**config.mk**
```make
export PLATFORM = sky130hd
export DESIGN_NAME = jpd_div
export DESIGN_NICKNAME = d
export VERILOG_FILES = /design/src/hw/rtl/jpd_pkg.sv /design/src/hw/rtl/jpd_div.sv
export SDC_FILE = /design/constraint.sdc
export NUM_CORES = 1
export LEC_CHECK = 0
export BUFFER_PORTS_ARGS = -buffer_cell sky130_fd_sc_hd__buf_4
export CORE_UTILIZATION = 50
export CTS_BUF_LIST = sky130_fd_sc_hd__clkbuf_8
export CTS_CLUSTER_DIAMETER = 200
export DETAILED_ROUTE_END_ITERATION = 7
export PLACE_DENSITY = 0.64
export SLEW_MARGIN = 15
export SYNTH_ARGS = -nofsm -noshare
export SYNTH_HDL_FRONTEND = slang
export SYNTH_SLANG_ARGS = --single-unit
```
**constraint.sdc**
```tcl
create_clock -name clk -period 9.7 [get_ports clk]
set_clock_uncertainty 0.05 [all_clocks]
set_input_delay 0.485 -clock clk [delete_from_list [all_inputs] [get_ports clk]]
set_output_delay 0.485 -clock clk [all_outputs]
set_load 0.01 [all_outputs]
```
**src/hw/rtl/jpd_pkg.sv**
```systemverilog
// Shared constants and the arctangent table for the joystick polar deadzone block.
// No dependencies; every RTL file but jpd_delay refers to this package by scoped name.
`timescale 1ns / 1ps

package jpd_pkg;

	localparam int FULL_SCALE   = 32767;
	localparam int SQRT_BITS    = 23;   // floor(sqrt(r2 * 65536)) stays below 2^23
	localparam int RAD_W        = 2 * SQRT_BITS;
	localparam int MAG_BITS     = 17;
	localparam int ATAN_ENTRIES = 24;
	localparam int CX_W         = 33;
	localparam int Z_W          = 25;

	localparam logic [31:0]    FULL_SQ  = 32'd1073676289;  // 32767 squared
	localparam logic [Z_W-1:0] DEG_90   = 25'd5898240;
	localparam logic [Z_W-1:0] DEG_180  = 25'd11796480;
	localparam logic [Z_W-1:0] DEG_360  = 25'd23592960;
	localparam logic [MAG_BITS-1:0] MAG_FULL = 17'd65536;

	// atan(2^-i) in degrees * 65536, rounded
	function automatic logic signed [Z_W-1:0] atan_deg(input int idx);
		logic signed [Z_W-1:0] v;
		unique case (idx)
			0:  v = 25'sd2949120;
			1:  v = 25'sd1740967;
			2:  v = 25'sd919879;
			3:  v = 25'sd466945;
			4:  v = 25'sd234379;
			5:  v = 25'sd117304;
			6:  v = 25'sd58666;
			7:  v = 25'sd29335;
			8:  v = 25'sd14668;
			9:  v = 25'sd7334;
			10: v = 25'sd3667;
			11: v = 25'sd1833;
			12: v = 25'sd917;
			13: v = 25'sd458;
			14: v = 25'sd229;
			15: v = 25'sd115;
			16: v = 25'sd57;
			17: v = 25'sd29;
			18: v = 25'sd14;
			19: v = 25'sd7;
			20: v = 25'sd4;
			21: v = 25'sd2;
			22: v = 25'sd1;
			default: v = '0;
		endcase
		return v;
	endfunction

endpackage

```
**src/hw/rtl/jpd_div.sv**
```systemverilog
// Pipelined restoring divider for the magnitude, one quotient bit per stage.
// Depends on jpd_pkg for the quotient width.
`timescale 1ns / 1ps

module jpd_div (
	input  logic                         clk,
	input  logic                         advance,
	input  logic [30:0]                  dividend,
	input  logic [14:0]                  divisor,
	output logic [jpd_pkg::MAG_BITS-1:0] quotient
);

	localparam int QW = jpd_pkg::MAG_BITS;

	logic [30:0]   rem_s [QW];
	logic [QW-1:0] quo_s [QW];

	for (genvar j = 0; j < QW; j++) begin : g_stage
		localparam int K = QW - 1 - j;
		logic [30:0]   rem_in;
		logic [QW-1:0] quo_in;
		logic [31:0]   sub;
		logic          ge;

		if (j == 0) begin : g_first
			assign rem_in = dividend;
			assign quo_in = '0;
		end else begin : g_next
			assign rem_in = rem_s[j-1];
			assign quo_in = quo_s[j-1];
		end

		always_comb begin
			sub = 32'(divisor) << K;
			ge  = {1'b0, rem_in} >= sub;
		end

		always_ff @(posedge clk) begin
			if (advance) begin
				rem_s[j] <= ge ? (rem_in - sub[30:0]) : rem_in;
				quo_s[j] <= ge ? (quo_in | (QW'(1) << K)) : quo_in;
			end
		end
	end

	assign quotient = quo_s[QW-1];

endmodule

```
---- Word level (Yosys, flattened, before mapping) ----
Memories as Yosys holds them, arrays and structs flattened.
Cells that the tools add are included.
storage, ports and cells
  bits in registers ....................... 0
  latch bits .............................. 0
  memory bits (writable) .................. 816
  ROM bits ................................ 0
  input port bits ......................... 48
  memories ................................ 2
memory list
  name   depth  bits a word  rd ports  clocked after memory_dff  wr ports  RTL line       text
  rem_s  17     31           16        0                         17        jpd_div.sv:15  logic [30:0] rem_s [QW];
  quo_s  17     17           17        0                         17        jpd_div.sv:16  logic [QW-1:0] quo_s [QW];
operators by class
  add/subtract/negate cells ............... 17
  multipliers ............................. 0
  div/mod/pow operators ................... 0
  $lt $le $gt $ge ......................... 17
  equal/unequal tests ..................... 0
  shift-type cells ........................ 0
  mux-type cells .......................... 36
  bitwise gates (word level) .............. 0
  reductions and logical operators ........ 0
operators by type and width
  operator          number
  $mux W31          17
  $ge A31 B15 Y1    1
  $ge A31 B16 Y1    1
  $ge A31 B17 Y1    1
  $ge A31 B18 Y1    1
  $ge A31 B19 Y1    1
  $ge A31 B20 Y1    1
  $ge A31 B21 Y1    1
  $ge A31 B22 Y1    1
  $ge A31 B23 Y1    1
  $ge A31 B24 Y1    1
  $ge A31 B25 Y1    1
  $ge A31 B26 Y1    1
  $ge A31 B27 Y1    1
  $ge A31 B28 Y1    1
  $ge A31 B29 Y1    1
  $ge A31 B30 Y1    1
  $ge A31 B31 Y1    1
  $sub A31 B15 Y31  1
  $sub A31 B16 Y31  1
  $sub A31 B17 Y31  1
  $sub A31 B18 Y31  1
  $sub A31 B19 Y31  1
  $sub A31 B20 Y31  1
  28 further kinds  30

---- Logic depth before layout (Yosys ltp) ----
An unclocked memory read counts as a cell.
  depth after elaboration ................. 3
  gate-level depth with buffers ........... 14
  depth with buffers taken out ............ 13

---- Worst setup path before layout ----
Ideal clock, no wire load.
  path kind ............................... in2reg
  start ................................... input divisor[1]
  end ..................................... memory rem_s[0][25], data pin
  arrival ................................. 3460 ps
  required time ........................... 9388 ps
  path slack .............................. 5927 ps
  stages on the path ...................... 11
  buffers on the path ..................... 2
  cell sequence ........................... inv_1 > ha_1 > nor2b_1 > o21a_1 > o21ai_0 > a31oi_1 > a311o_1 > a221o_1 > clkbuf_1 > buf_2 > mux2_1
RTL lines
  what             RTL line       text
  start, declared  jpd_div.sv:9   input logic [14:0] divisor,
  end, declared    jpd_div.sv:15

==> results.md <==
- CTS tree: yes
- Largest net degree at the start of global routing: 194
- Hold Vio Cnt, Final: 0
- Fraction of layout cells with a size suffix above 1: 10.5%
- Via count: 25.6k
- Peak supply drop: 0.000158 V
- IO Port Bufs: 64
- Die span in y: 272 µm
- DP HPWL: 60,400 µm
- Setup violators final: 0
- Clock Latency Late Sink: 0.73 ns
- Core Rows: 98
- Longest Clk Path Bufs: 3
- Tcrit/Tclk final: 40.6%
- Final core occ: 56.5%
- Area growth from synthesis to layout: 11.2%
- Outcome: finished, final reports clean
- Post-synthesis sequential area ratio: 53.3%
- # DRC: 0
- Reg clk slew, reported paths: 0.07 ns
- Clock Sinks: 649
- Critical Path AT: 4.34 ns
- Worst-Margin Slew: 1.14 ns
- Die W: 272 µm
- Leading register cell type out of synthesis: edfxtp_1
- Gpl congestion: 0.899
- Post-Syn Instances: 3,145
- Reg2Reg Capture Point: rem_s[0][427]
- Fmax: 254 MHz
- Detailed Route Iter0 Violations: 1,824
- Critical path startpoint category: input pin
- Vias per std cell: 5.88
- Post-route ant nets: 0
- Post-synth EDFFs: 649
- Leak pwr: 15.3 nW
- First drt pass iteration count: 5
- Slew HR: 23.8%
- Total CTS buffers: 111
- Async SR Flop Fraction: 0%
- Dominant cell type by area after synthesis: edfxtp_1
- Initial antenna violation count: 1
- Initial Util: 50.8%
- Register bit total from synthesis: 649
- Max incr delay on CP: 0.67 ns
- CP Capture Type: flop
- CP endpoint: rem_s[0][427]
- Tmin final: 3.94 ns
- CP Cell Sequence: buf_4 > inv_1 > buf_4 > ha_1 > nand4bb_1 > nor4_1 > a211oi_2 > o21ai_1 > a41oi_2 > inv_2 > nand4_1 > a2111oi_0 > xor2_1
- Core ar.: 72,000 µm²
- Netlist cell types: 91
- Critical Path RT: 10.10 ns
- Mean routed wirelength per cell: 20.0 µm
- Max Cap Viol: 0
- Fin Setup TNS: 0 ns
- Slowest-stage cell, CP: nor4_1
- Ys Warns: 0
- Post-Syn Area: 36,600 µm²
- Final slew viol count: 0
- Syn avg cell area: 11.6 µm²
- Hold crit path type: input pin to flop
- Drt total wl: 87,300 µm
- PD cells: 274 nW/µm²
- Post-CTS Setup Inserts: 0
- Unrepaired setup endpoints after global routing: no
- Area contributors post-synth: edfxtp_1 (53%), ha_1 (8.7%), a21oi_1 (3.5%)
- H-tree level count: 3
- R2R cell count: 10
- First-pass GRT wire length: 137,000 µm
- Crit Reg-Reg Startpoint: rem_s[0][383]
- Crit Path Max Fanout: 29
- CP dominant cell by count: buf_4
- Top cell type's share of synthesized area: 53.3%
- Clock Root Buffer: clkbuf_8
- CTS resizes: 0
- Vias in the first global route: 25.0k
- Critical path startpoint: divisor[1]
- Crit path kind: input pin to flop
- Fillers: 6,025
- Ports: 65
- Total track usage: 23.6%
- Reg2Reg Setup Slack: 5.92 ns
- Net count, final: 3,630
- Die area: 74,200 µm²
- Syn nets: 3,464
- Overflow after GRT: 0
[registers in the layout, summed over array words and instances, names as in the netlist]
register	count
quo_s	153
rem_s	496
[where the power goes]
part	internal, W	leakage, nW	switching (W)	total, W
clock network	0.00129	1.21	0.00116	0.00245
logic	0.00183	7.84	0.00232	0.00414
registers	0.00405	6.21	0.000511	0.00456
total	0.00716	15.3	0.00399	0.0112
[final cells by class]
cell class	instances	area [µm²]	share of cell area (%)
Sequential cell	649	19500	47.9
Clock buffer	114	1570	3.86
Antenna cell	3	7.51	0.0185
Clock inverter	90	612	1.50
Inverter	110	413	1.02
Multi-Input combinational cell	2325	16500	40.4
Tap cell	950	1190	2.92
Timing Repair Buffer	114	946	2.33
[critical path, delay by kind of cell]
family,cells,cell delay (ns)
compound gates,4,1.00
xor+xnor,1,0.13
fa+ha+maj,1,0.36
buf+inv,4,1.30
simple gates,3,1.02
[synth_stat cells (18+ instances only)]
| master | number |
|---|---|
| a211oi_1 | 18 |
| a21o_1 | 83 |
| a21oi_1 | 259 |
| a31oi_1 | 21 |
| clkbuf_1 | 42 |
| edfxtp_1 | 649 |
| ha_1 | 255 |
| inv_1 | 107 |
| mux2_2 | 58 |
| nand2_1 | 200 |
| nand2b_1 | 42 |
| nand3_1 | 59 |
| nand4_1 | 33 |
| nor2_1 | 265 |
| nor2b_1 | 39 |
| nor3_1 | 74 |
| nor4_1 | 60 |
| o21a_1 | 40 |
| o21ai_0 | 165 |
| o21bai_1 | 24 |
| or3_1 | 23 |
| xnor2_1 | 148 |
| xor2_1 | 135 |
[cell usage in the layout, fill, tap and decap left out, types with 33 or more instances in the layout]
| cell | n |
|---|---|
| a21o_1 | 83 |
| a21oi_1 | 257 |
| buf_4 | 88 |
| clkbuf_8 | 114 |
| edfxtp_1 | 649 |
| ha_1 | 255 |
| inv_1 | 133 |
| mux2_2 | 58 |
| nand2_1 | 200 |
| nand2b_1 | 42 |
| nand3_1 | 59 |
| nand4_1 | 33 |
| nor2_1 | 265 |
| nor2b_1 | 39 |
| nor3_1 | 74 |
| nor4_1 | 60 |
| o21a_1 | 40 |
| o21ai_0 | 164 |
| xnor2_1 | 148 |
| xor2_1 | 135 |
[how the worst min path moves through the flow]
stage	startpoint	to	slack, ns	cells past startpoint
5_1_grt	dividend[23]	rem_s[0][23]	0.02	3
4_1_cts	dividend[23]	rem_s[0][23]	0.005	3
3_3_place_gp	quo_s[14][15]	quo_s[15][15]	0.35	0
2_1_floorplan	quo_s[9][10]	quo_s[10][10]	0.35	0
3_5_place_dp	quo_s[13][10]	quo_s[14][10]	0.35	0
6_report	dividend[29]	rem_s[0][29]	0.06	3
[kinds of logic after synthesis]
family          after synthesis  share of synthesized area (%)
compound gates              778                           13.6
fa+ha+maj                   271                           9.60
flops                       649                           53.3
mux                          75                           2.30
xor+xnor                    283                           6.78
simple gates                918                           12.6
buf+inv                     171                           1.85
[metal layers]
layer | track usage [%] | vias up | routed length [µm]
li1 | - | 12300 | -
met1 | 31.7 | 12400 | 38900
met2 | 39.5 | 694 | 41900
met3 | 3.54 | 161 | 4280
met4 | 6.58 | 0 | 2180
met5 | 0 | - | 0
[metrics by stage]
stage	hold WS [ns]	std cells	total power [W]	cell area, µm²	worst slack [ns]
global placement	0.351	4125	0.00861	38300	5.14
floorplan	0.350	3145	0.00757	36600	5.93
CTS	0.00476	4352	0.0112	40700	5.81
finish	0.0613	4355	0.0112	40700	5.76
detailed placement	0.355	4125	0.00869	38300	5.06
global route	0.0245	4354	0.0119	40700	5.48
[what timing repair did]
item,4_1_cts,5_1_grt
hold endpoints to repair,23,0
hold buffers,23,0
endpoints found under the setup margin,0,0
Note: power is estimated with default switching activity, not from simulation.
