==> config.mk <==
export PLATFORM = sky130hd
export DESIGN_NAME = jpd_sqrt
export DESIGN_NICKNAME = d
export VERILOG_FILES = /design/src/hw/rtl/jpd_pkg.sv /design/src/hw/rtl/jpd_sqrt.sv
export SDC_FILE = /design/constraint.sdc
export NUM_CORES = 2
export LEC_CHECK = 0
export BUFFER_PORTS_ARGS = -buffer_cell sky130_fd_sc_hd__buf_2
export CAP_MARGIN = 20
export CORE_MARGIN = 1
export CORE_UTILIZATION = 35
export DETAILED_ROUTE_END_ITERATION = 10
export PLACE_DENSITY_LB_ADDON = 0.08
export SKIP_LAST_GASP = 1
export SLEW_MARGIN = 10
export SYNTH_ARGS = -nofsm -noshare
export SYNTH_HDL_FRONTEND = slang
export SYNTH_SLANG_ARGS = --single-unit
==> constraint.sdc <==
create_clock -name clk -period 3.3 [get_ports clk]
set_input_delay 0.33 -clock clk [delete_from_list [all_inputs] [get_ports clk]]
set_output_delay 0.33 -clock clk [all_outputs]
set_load 0.02 [all_outputs]
==> src/hw/rtl/jpd_pkg.sv <==
// Shared constants and the arctangent table for the joystick polar deadzone block.
// No dependencies; every RTL file but jpd_delay refers to this package by scoped name.
`timescale 1ns / 1ps

package jpd_pkg;

	localparam int FULL_SCALE   = 32767;
	localparam int SQRT_BITS    = 23;   // floor(sqrt(r2 * 65536)) stays below 2^23
	localparam int RAD_W        = 2 * SQRT_BITS;
	localparam int MAG_BITS     = 17;
	localparam int ATAN_ENTRIES = 24;
	localparam int CX_W         = 33;
	localparam int Z_W          = 25;

	localparam logic [31:0]    FULL_SQ  = 32'd1073676289;  // 32767 squared
	localparam logic [Z_W-1:0] DEG_90   = 25'd5898240;
	localparam logic [Z_W-1:0] DEG_180  = 25'd11796480;
	localparam logic [Z_W-1:0] DEG_360  = 25'd23592960;
	localparam logic [MAG_BITS-1:0] MAG_FULL = 17'd65536;

	// atan(2^-i) in degrees * 65536, rounded
	function automatic logic signed [Z_W-1:0] atan_deg(input int idx);
		logic signed [Z_W-1:0] v;
		unique case (idx)
			0:  v = 25'sd2949120;
			1:  v = 25'sd1740967;
			2:  v = 25'sd919879;
			3:  v = 25'sd466945;
			4:  v = 25'sd234379;
			5:  v = 25'sd117304;
			6:  v = 25'sd58666;
			7:  v = 25'sd29335;
			8:  v = 25'sd14668;
			9:  v = 25'sd7334;
			10: v = 25'sd3667;
			11: v = 25'sd1833;
			12: v = 25'sd917;
			13: v = 25'sd458;
			14: v = 25'sd229;
			15: v = 25'sd115;
			16: v = 25'sd57;
			17: v = 25'sd29;
			18: v = 25'sd14;
			19: v = 25'sd7;
			20: v = 25'sd4;
			21: v = 25'sd2;
			22: v = 25'sd1;
			default: v = '0;
		endcase
		return v;
	endfunction

endpackage

==> src/hw/rtl/jpd_sqrt.sv <==
// Pipelined restoring integer square root, one result bit per stage.
// Depends on jpd_pkg for widths.
`timescale 1ns / 1ps

module jpd_sqrt (
	input  logic                          clk,
	input  logic                          advance,
	input  logic [jpd_pkg::RAD_W-1:0]     radicand,
	output logic [jpd_pkg::SQRT_BITS-1:0] root
);

	localparam int RW = jpd_pkg::SQRT_BITS;
	localparam int NW = jpd_pkg::RAD_W;

	logic [NW-1:0] rem_s  [RW];
	logic [RW-1:0] root_s [RW];

	for (genvar j = 0; j < RW; j++) begin : g_stage
		localparam int K = RW - 1 - j;
		logic [NW-1:0] rem_in;
		logic [RW-1:0] root_in;
		logic [NW:0]   trial;
		logic          ge;

		if (j == 0) begin : g_first
			assign rem_in  = radicand;
			assign root_in = '0;
		end else begin : g_next
			assign rem_in  = rem_s[j-1];
			assign root_in = root_s[j-1];
		end

		// low bits of the partial root are still zero, so OR adds
		always_comb begin
			trial = ((NW+1)'(root_in) << (K + 1)) | ((NW+1)'(1) << (2 * K));
			ge    = {1'b0, rem_in} >= trial;
		end

		always_ff @(posedge clk) begin
			if (advance) begin
				rem_s[j]  <= ge ? (rem_in - trial[NW-1:0]) : rem_in;
				root_s[j] <= ge ? (root_in | (RW'(1) << K)) : root_in;
			end
		end
	end

	assign root = root_s[RW-1];

endmodule

# Yosys cells after proc, flatten, opt, wreduce, memory -nomap -nowiden

Memory sizes are Yosys's and may differ from the RTL's.
Cells that the tools add are included.

Mux-type cells: 48
Add/subtract/negate cells: 23
$lt $le $gt $ge: 23

Operators by type and width:

| operator               | count |
|---|---|
| $mux W46               | 23 |
| $ge A46 B24 Y1         | 1 |
| $ge A46 B25 Y1         | 1 |
| $ge A46 B26 Y1         | 1 |
| $ge A46 B27 Y1         | 1 |
| $ge A46 B28 Y1         | 1 |
| $ge A46 B29 Y1         | 1 |
| $ge A46 B30 Y1         | 1 |
| $ge A46 B31 Y1         | 1 |
| $ge A46 B32 Y1         | 1 |
| $ge A46 B33 Y1         | 1 |
| $ge A46 B34 Y1         | 1 |
| $ge A46 B35 Y1         | 1 |
| $ge A46 B36 Y1         | 1 |
| $ge A46 B37 Y1         | 1 |
| $ge A46 B38 Y1         | 1 |
| $ge A46 B39 Y1         | 1 |
| $ge A46 B40 Y1         | 1 |
| $ge A46 B41 Y1         | 1 |
| $ge A46 B42 Y1         | 1 |
| $ge A46 B43 Y1         | 1 |
| $ge A46 B44 Y1         | 1 |
| $ge A46 B45 Y1         | 1 |
| $ge A46 B45 Y1 const B | 1 |
| 46 further kinds       | 48 |

Bits of input ports: 48
Bits in writable memories: 1,587
Memories kept: 2
Word-level logic and storage cells: 96
Register bits: 0
Output and inout port bits: 23

Memories:

| name   | depth | width | rd ports | clocked after Yosys merged registers in | wr ports | RTL line       | RTL |
|---|---|---|---|---|---|---|---|
| rem_s  | 23    | 46    | 22       | 0                                       | 23       | jpd_sqrt.sv:15 | `logic [NW-1:0] rem_s [RW];` |
| root_s | 23    | 23    | 23       | 0                                       | 23       | jpd_sqrt.sv:16 | `logic [RW-1:0] root_s [RW];` |

# Logic depth before layout (Yosys ltp)

An unclocked memory read counts as a cell.

Depth after elaboration: 3
Depth in mapped cells: 13
Depth with buffers taken out: 11

# Least setup slack after synthesis

OpenSTA, ideal clock, no wires.

Path kind: reg-to-reg
Start point: memory rem_s[2][100] (netlist name)
End point: memory rem_s[2][182] (netlist name) (data pin)
Path slack: 221 ps
Period minus slack after synthesis: 3,079 ps
Setup time: 258 ps
Path buffers: 0
Stages on the path, launching flop included: 11
Data required time: 3,042 ps
Arrival time: 2,821 ps
Path through: edfxtp_1 ha_1 nor2b_1 o31a_1 or3_1 a2111oi_1 o41ai_1 and2_1 nor3_2 nand4b_1 xnor2_1

RTL lines:

| item               | RTL line |
|---|---|
| start: declaration | jpd_sqrt.sv:15 |

==> flow_metrics.py <==
metrics = {
    "logic_synthesis": {
        "yosysMostFrequentCell": "edfxtp_1",
        "yosys-top-cells-count": "edfxtp_1 (1288), inv_1 (355), nor2_1 (334)",
        "synthesis.area_sq_um": 60790,
        "ys.flop_type": "edfxtp_1",
        "synth_area_leaders": "edfxtp_1 (64%), ha_1 (6.1%), xnor2_1 (3.2%), xor2_1 (2.8%), a21oi_1 (2.3%)",
        "syn_nets": 5046,
        "synthAdderAreaFrac_pct": 6.072,
        "synthCells": 4703,
        "synth_xor_area_share_pct": 6.080,
        "yosysWarnings": 0,
        "ys_seq_elements": 1288,
        "syn_avg_cell_area_sq_um": 12.93,
        "synth-simple-area-share_pct": 11.42,
        "synth_top_area_cell": "edfxtp_1",
        "synth_edf_count": 1288,
        "ys_async_sr_fraction_pct": 0,
        "synthMuxAreaShare_pct": 1.095,
        "yosys.area.top_type_share_pct": 63.63,
        "yosysSeqAreaShare_pct": 63.63,
        "yosysUniqueCellTypes": 91,
        "synth_compound_area_share_pct": 9.055,
        "synth_top_family_by_area": "simple AND/OR/NAND/NOR gates",
    },
    "clock_tree": {
        "cts.htree.levels": 4,
        "clockRootBuffer": "clkbuf_16",
        "clock_latency_ps": 780,
        "numCtsBuffers": 147,
        "path_clk_slew_ps": 60,
        "cts_buffer_depth": 3,
        "tritoncts": "built",
        "cts.sinks": 1288,
    },
    "placement": {
        "dpl.hpwl_mm": 105.8,
        "io_buffers": 70,
        "gp_congestion": 0.8471,
    },
    "power": {
        "pwr_density_cell_nw_per_um2": 654.9,
        "internal-power_mw": 34.13,
        "power_frac_comb_pct": 18.7,
        "p_leak_nw": 27.37,
        "p_sw_mw": 13.18,
        "p_seq_share_pct": 46.7,
        "power.share.switching_pct": 27.86,
        "clockPowerShare_pct": 34.5,
        "ir_drop_uv": 392.4,
    },
    "die": {
        "rows": 152,
        "die_h_um": 418.7,
        "dieArea_sq_um": 175300,
        "initial_core_util_pct": 35.32,
        "die_x_um": 418.7,
        "io_pins": 71,
        "coreArea_sq_um": 172100,
    },
    "job": {
        "cap_viol_max_count": 0,
    },
    "routing": {
        "ant_nets": 0,
        "drtPass1Iterations": 5,
        "drt_iter0_markers": 2195,
        "vias_per_cell": 4.892,
        "wl_mm": 140.7,
        "post_drt_wl_per_cell_um": 18.44,
        "via_count": 37330,
        "drc": 0,
    },
    "timing": {
        "rsz0062_at_grt": "yes",
        "slew_headroom_pct": 47.98,
        "fin_crit_ps": 3185,
        "fmax_mhz": 314.0,
        "worst_hold_slack_ps": 246.5,
        "finClkSkew_ps": 42.98,
        "tightestPinTransition_ps": 773.1,
        "min_period_over_period_pct": 96.52,
        "setup_violations": 0,
        "drv_slew": 0,
        "finalHoldViolCount": 0,
    },
    "setup_path": {
        "slowest_delay_ps": 550,
        "worst_setup_path_start_kind": "flop",
        "path_cells": "ha_4 > nand3_1 > or2_4 > nor4_4 > a31oi_4 > a21oi_2 > o221a_4 > nand3_2 > nor4_4 > xor2_1",
        "critPathArrivalTime_ps": 3670,
        "cp-end-kind": "flop",
        "crit_type": "flop to flop",
        "path_common_cell": "nor4_4",
        "worst-path-max-fanout": 6,
        "crit_slowest_cell": "nor4_4",
        "cp.required_ps": 3780,
    },
    "grt": {
        "grt_pass1_wl_mm": 217.7,
        "grt_pass1_vias": 37800,
        "grt_overflow_total": 0,
        "antenna_found_initial": 3,
        "grt_start_max_net_pins": 110,
        "grt_util_all_layers_pct": 16.08,
    },
    "layout": {
        "area_growth_pct": 18.85,
        "drive_above_1_share_pct": 14.04,
        "final_nets": 5549,
        "n_fill_cell": 16180,
        "multi_input_area_sq_um": 21100,
        "seq_area_sq_um": 38680,
        "final_core_util_pct": 41.98,
    },
    "worst_hold_path": {
        "hold_path_class": "input pin to flop",
    },
    "run_status": {
        "status": "completed",
    },
}
## registers in the layout, summed over array words and instances, names as in the netlist
| name | flops |
|---|---|
| rem_s | 1012 |
| root_s | 276 |
## worst paths after layout
kind / from / end / slack [ps] / cells after the start
worst max-delay path: rem_s[1][350]$_DFFE_PP_ / rem_s[2][39]$_DFFE_PP_ / 110 / 10
worst min-delay path: radicand[36] / rem_s[0][36]$_DFFE_PP_ / 250 / 2
worst max register to register: rem_s[1][350]$_DFFE_PP_ / rem_s[2][39]$_DFFE_PP_ / 110 / 10
worst min register to register: root_s[1][37]$_DFFE_PP_ / root_s[1][60]$_DFFE_PP_ / 430 / 0
## cell type report
cell class	instances	share of cell area, %
Antenna cell	3	0.01039
Inverter	356	1.850
Timing Repair Buffer	418	4.683
Multi-Input combinational cell	2995	29.21
Sequential cell	1288	53.53
Clock buffer	176	5.272
Tap cell	2310	4.000
Clock inverter	86	1.446
## cell usage in the layout (no fill, tap or decap), types with 42 or more instances in the layout
master            n
nand2b_1         65
mux2_2           48
buf_4           274
ha_1            284
nor2_1          331
edfxtp_1       1288
nand3_1          66
nand2_1         287
buf_2            69
inv_1           355
a21o_1          107
clkbuf_16       148
nor3_1          116
or3_1            42
nand4_1          71
xnor2_1         225
xor2_1          196
a21oi_1         280
nor4_1          139
o21ai_0         182
dlygate4sd3_1    48
o21a_1           65
## cell families (layout without fill, tap and decap cells)
kind of cell	after synthesis	after routing
and+or+nand+nor	1348	1348
DFF	1288	1288
AOI/OAI and AO/OA	870	870
xor gates and xnor gates	422	422
buffers and inverters	420	1036
adders and majority gates	295	295
muxes	60	60
other	0	3
## layer usage
layer	vias to the layer above	share of wire (%)	track usage, %
li1	18660	-	-
met2	444	50	27.97
met5	-	0	0
met1	18040	45	20.57
met3	183	3.2	2.639
met4	0	2.1	4.402
## repair_timing
| action | 4_1_cts | 5_1_grt |
|---|---|---|
| buffers inserted | 0 | 9 |
| endpoints found under the hold margin | 81 | 0 |
| hold buffers | 48 | 0 |
| endpoints found under the setup margin | 70 | 162 |
| resized for setup | 15 | 91 |
| pin swaps | 1 | 23 |
## critical path, delay by kind of cell (launching register included)
family / cells / cell delay (ps)
adder cells (fa/ha/maj): 1 / 330
XOR/XNOR: 1 / 90
flip-flops: 1 / 430
AO/OA/AOI/OAI: 3 / 590
AND/OR/NAND/NOR: 5 / 1470
## power groups by stage
| stage | Sequential (mW) | Clock [mW] | Combinational, mW |
|---|---|---|---|
| detailed placement | 22.5 | 0 | 8.67 |
| CTS | 22.2 | 16.9 | 8.78 |
| global route | 22.4 | 17.5 | 9.92 |
| floorplan | 21.8 | 0 | 5.80 |
| finish | 22.1 | 16.3 | 8.86 |
| global placement | 22.5 | 0 | 8.66 |
## metrics by stage
step | power (mW) | instance area [sq um] | TNS [ps] | worst slack, ps | std cells
after floorplan | 27.60 | 60790 | 0 | 221.1 | 4703
after global placement | 31.17 | 66260 | -26520 | -933.3 | 7310
after detailed placement | 31.17 | 66260 | -9311 | -495.1 | 7310
after CTS | 47.87 | 71680 | 0 | 6.679 | 7620
after global routing | 49.77 | 72240 | -118.7 | -29.47 | 7630
final | 47.32 | 72250 | 0 | 114.9 | 7632
No activity file was read; power rests on OpenSTA's default activity.
