==> src/hw/rtl/jpd_pkg.sv <==
// Shared constants and the arctangent table for the joystick polar deadzone block.
// No dependencies; every RTL file but jpd_delay refers to this package by scoped name.
`timescale 1ns / 1ps

package jpd_pkg;

	localparam int FULL_SCALE   = 32767;
	localparam int SQRT_BITS    = 23;   // floor(sqrt(r2 * 65536)) stays below 2^23
	localparam int RAD_W        = 2 * SQRT_BITS;
	localparam int MAG_BITS     = 17;
	localparam int ATAN_ENTRIES = 24;
	localparam int CX_W         = 33;
	localparam int Z_W          = 25;

	localparam logic [31:0]    FULL_SQ  = 32'd1073676289;  // 32767 squared
	localparam logic [Z_W-1:0] DEG_90   = 25'd5898240;
	localparam logic [Z_W-1:0] DEG_180  = 25'd11796480;
	localparam logic [Z_W-1:0] DEG_360  = 25'd23592960;
	localparam logic [MAG_BITS-1:0] MAG_FULL = 17'd65536;

	// atan(2^-i) in degrees * 65536, rounded
	function automatic logic signed [Z_W-1:0] atan_deg(input int idx);
		logic signed [Z_W-1:0] v;
		unique case (idx)
			0:  v = 25'sd2949120;
			1:  v = 25'sd1740967;
			2:  v = 25'sd919879;
			3:  v = 25'sd466945;
			4:  v = 25'sd234379;
			5:  v = 25'sd117304;
			6:  v = 25'sd58666;
			7:  v = 25'sd29335;
			8:  v = 25'sd14668;
			9:  v = 25'sd7334;
			10: v = 25'sd3667;
			11: v = 25'sd1833;
			12: v = 25'sd917;
			13: v = 25'sd458;
			14: v = 25'sd229;
			15: v = 25'sd115;
			16: v = 25'sd57;
			17: v = 25'sd29;
			18: v = 25'sd14;
			19: v = 25'sd7;
			20: v = 25'sd4;
			21: v = 25'sd2;
			22: v = 25'sd1;
			default: v = '0;
		endcase
		return v;
	endfunction

endpackage

==> src/hw/rtl/jpd_cordic.sv <==
// Vectoring CORDIC for the first-quadrant angle, one iteration per stage.
// Depends on jpd_pkg for the arctangent table and widths.
`timescale 1ns / 1ps

module jpd_cordic #(
	parameter int ITERATIONS = 16
) (
	input  logic                             clk,
	input  logic                             advance,
	input  logic [16:0]                      ax,
	input  logic [16:0]                      ay,
	output logic signed [jpd_pkg::Z_W-1:0]   angle
);

	localparam int CW = jpd_pkg::CX_W;
	localparam int ZW = jpd_pkg::Z_W;

	logic signed [CW-1:0] cx_s [ITERATIONS];
	logic signed [CW-1:0] cy_s [ITERATIONS];
	logic signed [ZW-1:0] z_s  [ITERATIONS];

	for (genvar j = 0; j < ITERATIONS; j++) begin : g_stage
		logic signed [CW-1:0] cx_in, cy_in, dx, dy;
		logic signed [ZW-1:0] z_in;

		if (j == 0) begin : g_first
			assign cx_in = $signed(CW'(ax) << 14);
			assign cy_in = $signed(CW'(ay) << 14);
			assign z_in  = '0;
		end else begin : g_next
			assign cx_in = cx_s[j-1];
			assign cy_in = cy_s[j-1];
			assign z_in  = z_s[j-1];
		end

		always_comb begin
			dx = cy_in >>> j;
			dy = cx_in >>> j;
		end

		// rotate toward the x axis
		always_ff @(posedge clk) begin
			if (advance) begin
				if (cy_in > 0) begin
					cx_s[j] <= cx_in + dx;
					cy_s[j] <= cy_in - dy;
					z_s[j]  <= z_in + jpd_pkg::atan_deg(j);
				end else begin
					cx_s[j] <= cx_in - dx;
					cy_s[j] <= cy_in + dy;
					z_s[j]  <= z_in - jpd_pkg::atan_deg(j);
				end
			end
		end
	end

	assign angle = z_s[ITERATIONS-1];

endmodule

==> config.mk <==
export PLATFORM = sky130hd
export DESIGN_NAME = jpd_cordic
export DESIGN_NICKNAME = d
export VERILOG_FILES = /design/src/hw/rtl/jpd_pkg.sv /design/src/hw/rtl/jpd_cordic.sv
export SDC_FILE = /design/constraint.sdc
export NUM_CORES = 2
export LEC_CHECK = 0
export ABC_AREA = 0
export BUFFER_PORTS_ARGS = -buffer_cell sky130_fd_sc_hd__clkbuf_2
export CORE_MARGIN = 2
export CORE_UTILIZATION = 45
export DETAILED_ROUTE_END_ITERATION = 6
export HOLD_SLACK_MARGIN = 0.12
export PLACE_DENSITY = 0.6
export SYNTH_ARGS = -nofsm -noshare
export SYNTH_HDL_FRONTEND = slang
export SYNTH_SLANG_ARGS = --single-unit
==> constraint.sdc <==
create_clock -name clk -period 7.3 [get_ports clk]
set_clock_uncertainty 0.15 [all_clocks]
set_input_delay 0.365 -clock clk [delete_from_list [all_inputs] [get_ports clk]]
set_output_delay 0.365 -clock clk [all_outputs]
set_load 0.01 [all_outputs]
# [After elaboration in Yosys (flattened, before gate mapping)]
# Memories as Yosys holds them, arrays and structs flattened.
# Index checks and enable logic that the tools add are counted.
[op_classes] n_bitwise=48 magnitude_cmp=16 muxes=144 n_addsub=93
[op_table] cell="two-way mux 33 bit" count=32
[op_table] cell="greater-than comparator 33 x 1 -> 1 bit (second input constant)" count=15
[op_table] cell="two-way mux 25 bit" count=16
[op_table] cell="two-way mux 1 bit" count=96
[op_table] cell="adder 33 x 18 -> 33 bit" count=2
[op_table] cell="adder 33 x 19 -> 33 bit" count=2
[op_table] cell="adder 33 x 20 -> 33 bit" count=2
[op_table] cell="adder 33 x 21 -> 33 bit" count=2
[op_table] cell="adder 33 x 22 -> 33 bit" count=2
[op_table] cell="adder 33 x 23 -> 33 bit" count=2
[op_table] cell="adder 33 x 24 -> 33 bit" count=2
[op_table] cell="adder 33 x 25 -> 33 bit" count=2
[op_table] cell="adder 33 x 26 -> 33 bit" count=2
[op_table] cell="adder 33 x 27 -> 33 bit" count=2
[op_table] cell="adder 33 x 28 -> 33 bit" count=2
[op_table] cell="adder 33 x 29 -> 33 bit" count=2
[op_table] cell="adder 33 x 30 -> 33 bit" count=2
[op_table] cell="adder 33 x 31 -> 33 bit" count=2
[op_table] cell="adder 33 x 32 -> 33 bit" count=2
[op_table] cell="subtractor 33 x 18 -> 33 bit" count=2
[op_table] cell="subtractor 33 x 19 -> 33 bit" count=2
[op_table] cell="subtractor 33 x 20 -> 33 bit" count=2
[op_table] cell="subtractor 33 x 21 -> 33 bit" count=2
[op_table] cell="subtractor 33 x 22 -> 33 bit" count=2
[op_table] cell="other kinds (44)" count=102
[word_totals] regBits=0 wordCells=304 input_bits=36 out_inout_bits=25 memories=3 ram_bits=1456
[mem_list] name="cx_s" words=16 width=33 read_ports=15 rd_clocked_by_memory_dff=0 write_ports=16 line="jpd_cordic.sv:18" rtl="logic signed [CW-1:0] cx_s [ITERATIONS];"
[mem_list] name="cy_s" words=16 width=33 read_ports=15 rd_clocked_by_memory_dff=0 write_ports=16 line="jpd_cordic.sv:19" rtl="logic signed [CW-1:0] cy_s [ITERATIONS];"
[mem_list] name="z_s" words=16 width=25 read_ports=16 rd_clocked_by_memory_dff=0 write_ports=16 line="jpd_cordic.sv:20" rtl="logic signed [ZW-1:0] z_s [ITERATIONS];"

# [Longest topological paths before layout]
# An unclocked memory read counts as a cell.
[logic_depth] word_depth=6 depth_mapped=28 depth_no_buf=26

# [Least setup slack after synthesis]
# OpenSTA, ideal clock, no wires.
[synth_path] path_type="flip-flop to flip-flop" from="mem cy_s[0][80] (netlist name)" to="mem cy_s[0][130] (netlist name) (data pin)" required_time_ns=6.892 setup_ns=0.258 stages_incl_launch_ff=27 path_slack_ns=1.079 arrival_ns=5.813 path_buffers=2 cell_sequence="edfxtp_1 nor3_1 nand2b_1 or3_1 nor4_1 nand2_1 nor4_1 nand2_1 ha_1 nand2b_1 inv_1 clkbuf_1 clkbuf_1 nor2_1 xnor2_1 ha_1 fa_1 a21o_1 a21oi_1 o21bai_1 a21oi_1 o21bai_1 a21oi_1 a21oi_1 a211o_1 a21oi_1 xnor2_1"
[synth_rtl] item="start, declared" line="jpd_cordic.sv:19"

==> summary.txt <==
Routing
  – Number of remaining DRC errors: 2
  – Routed WL: 268200 µm
  – Drt initial violations: 5605
  – Vias: 78650
  – Pre-antenna DRT Iters: 7
  – Vias per cell: 5.769
  – Drt wl/cell: 19.67 µm
  – Post-route ant nets: 0

Synth
  – Cell count after synthesis: 10400
  – Yosys Warn Count: 0
  – Mean post-synth cell area: 9.636 µm²
  – Area share of the largest cell type after synthesis: 0.3555
  – Synth area leaders: edfxtp_1 (36%), ha_1 (14%), xnor2_1 (9.0%), a21oi_1 (4.8%), xor2_1 (4.5%)
  – Syn nets: 11620
  – Multiplexer share of the synthesized area: 0.005033
  – Cell area after synthesis: 100200 µm²
  – Seq/Total Area, Yosys: 0.3555
  – FF+latch count, synth: 1186
  – Netlist cell types: 95
  – Synth Area in Adders: 0.1513
  – Ys async rst share: 0
  – Most used DFF post-synth: edfxtp_1
  – Synth Area in XOR/XNOR: 0.1348
  – Largest family of logic cells by synthesized area: compound AO/OA/AOI/OAI gates
  – Synth area leader: edfxtp_1
  – Simple logic cell fraction of the synthesized area: 0.1298
  – Compound-gate portion of the synthesized area: 0.1992
  – Number of flops mapped to enable cells by yosys: 1186

STA
  – Unrepaired setup endpoints after global routing: no
  – Final Critical Period: 6.927 ns
  – Slew @ Worst Pin: 1.475 ns
  – Setup violators final: 0
  – Fin. max-slew vios: 0
  – Period utilization: 0.9489
  – FMAX: 144.4 MHz
  – Rel. slew slack: 0.007416
  – Final hold vios: 0
  – Setup TNS: 0 ns

CTS
  – CTS Root Cell: clkbuf_16
  – CTS Buf Count: 149
  – Skew-Pair Late Insertion Delay: 0.83 ns
  – Clock-pin slew on the worst setup and hold paths: 0.06 ns
  – Sink Count: 1186
  – CTS H-tree lvls: 4
  – CTS tree: yes
  – CTS Buffer Depth: 3

Final layout
  – Most frequent cells in the layout: edfxtp_1 (1186), ha_1 (1154), xnor2_1 (1029)
  – Area Growth Syn to Fin: 9.245%
  – Nets: 11760
  – Area of the multi-input gates: 62200 µm²
  – Layout cells sized above 1: 0.04758
  – Fillcell total: 20350
  – Most common cell after layout, fill and taps aside: edfxtp_1
  – Storage cell area: 35610 µm²

Die
  – IO Count: 61
  – Die H: 475.9 µm
  – Die area: 226400 µm²
  – Starting Density: 0.4516
  – Die X: 475.9 µm
  – # rows: 173
  – Core footprint: 221900 µm²

Setup path
  – WS Path Type: flop to flop
  – Crit path launch type: flop
  – Slowest stage delay, CP: 0.65 ns
  – Worst Path Arrival: 7.36 ns
  – WP depth: 22
  – Cell chain of the critical path: nor2_1 -> nor4b_2 -> nand2_1 -> or2_1 -> or4_1 -> or4_1 -> o21a_1 -> inv_2 -> nor2_1 -> xnor2_1 -> ha_1 -> nor2b_1 -> o31a_1 -> o211ai_1 -> a31oi_1 -> o221ai_1 -> a31oi_1 -> a221o_1 -> a21o_1 -> a21o_1 -> a221o_1 -> xnor2_1
  – Required time worst endpoint: 7.73 ns
  – R2R cell count: 22
  – Top delay family on crit path: compound AO/OA/AOI/OAI gates
  – Setup crit end kind: flop
  – Buf+Inv Stages, Crit Path: 1
  – Slowest CP cell: or4_1
  – Crit path max fanout: 17

GRT
  – Gr usage total: 0.2313
  – Number of global-route vias before repair: 75810
  – Overflow after GRT: 0
  – First-pass GRT wire length: 418400 µm
  – Largest net degree at the start of global routing: 100
  – Initial antenna violation count: 2

Run status
  – Failing checks: design-rule violations, max-capacitance violations
  – Status: finished with violations

Place
  – I/O Buffers: 59
  – GP Congestion: 0.9320
  – Placed wire-length estimate: 215800 µm

Hold path
  – Min-Delay Path Class: input port to flop
  – Cell count of the worst hold path: 4

Flow run
  – MaxCap Viol Count: 1
-- cell type report --
class	count	share of cell area
multi-input combinational	8570	0.5682
sequential	1186	0.3254
clock buffer	171	0.03501
tap	2975	0.03401
inverter	470	0.01612
timing repair buffer	160	0.01088
clock inverter	98	0.01030
antenna	3	0.00006859
-- worst paths after layout --
path	slack, ns	endpoint	from
max	0.37	cx_s[1][131]	cy_s[1][79]
min	0.19	cx_s[0][20]	ay[6]
max reg2reg	0.37	cx_s[1][131]	cy_s[1][79]
min reg2reg	0.28	z_s[1][1]	z_s[0][176]
-- cell families after synthesis --
| logic type | after synthesis |
|---|---|
| muxes | 47 |
| xor gates and xnor gates | 1542 |
| other | 1 |
| DFF | 1186 |
| adders and majority gates | 1190 |
| buffers and inverters | 642 |
| and+or+nand+nor | 2659 |
| AOI/OAI and AO/OA | 3131 |
-- cells in the mapped netlist, types with 125 or more instances --
cell,instances
o31ai_1,147
xnor2_1,1029
nor2_1,798
nor2b_1,125
ha_1,1154
xor2_1,513
nand2_1,580
edfxtp_1,1186
o21ai_0,597
nand3_1,156
a21oi_1,954
nor3_1,219
a21o_1,474
o21a_1,178
nand2b_1,179
inv_1,456
clkbuf_1,137
-- sequential cells by signal, indices dropped and copies added (netlist names) --
name	count
cx_s	398
cy_s	440
z_s	348
-- stage by stage --
step	std cells	cell area, µm²	setup slack [ns]	utilization	hold WS [ns]
global route	13630	109500	0.0009832	0.4933	0.1965
detailed placement	13330	104200	0.3673	0.4695	0.2608
floorplan	10400	100200	1.079	-	0.2503
finish	13630	109500	0.3732	0.4933	0.1934
CTS	13630	109400	0.2700	0.4932	0.1239
global placement	13330	104200	0.4652	0.4695	0.2626
-- layer usage --
layer  global-route usage  routed length [µm]
met1               0.2939              116500
met2               0.4079              131600
met3              0.03028               12460
met4              0.06828                7600
met5                    0                   0
-- timing repair --
item | CTS | global route
resized for setup | 0 | 2
setup buffers | 0 | 0
hold buffers | 31 | 0
endpoints found under the setup margin | 0 | 2
endpoints found under the hold margin | 171 | 0
-- worst register-to-register path, stage by stage, from the launching register on --
cell and delay, ns:
edfxtp_1 0.47, nor2_1 0.22, nor4b_2 0.33, nand2_1 0.11
or2_1 0.28, or4_1 0.55, or4_1 0.65, o21a_1 0.48
inv_2 0.26, nor2_1 0.07, xnor2_1 0.18, ha_1 0.30
nor2b_1 0.16, o31a_1 0.29, o211ai_1 0.23, a31oi_1 0.18
o221ai_1 0.41, a31oi_1 0.19, a221o_1 0.32, a21o_1 0.20
a21o_1 0.20, a221o_1 0.32, xnor2_1 0.13
Power is left out: the tool's default activity adds up to more than one toggle a clock period on the data nets, which glitch-free logic cannot reach.
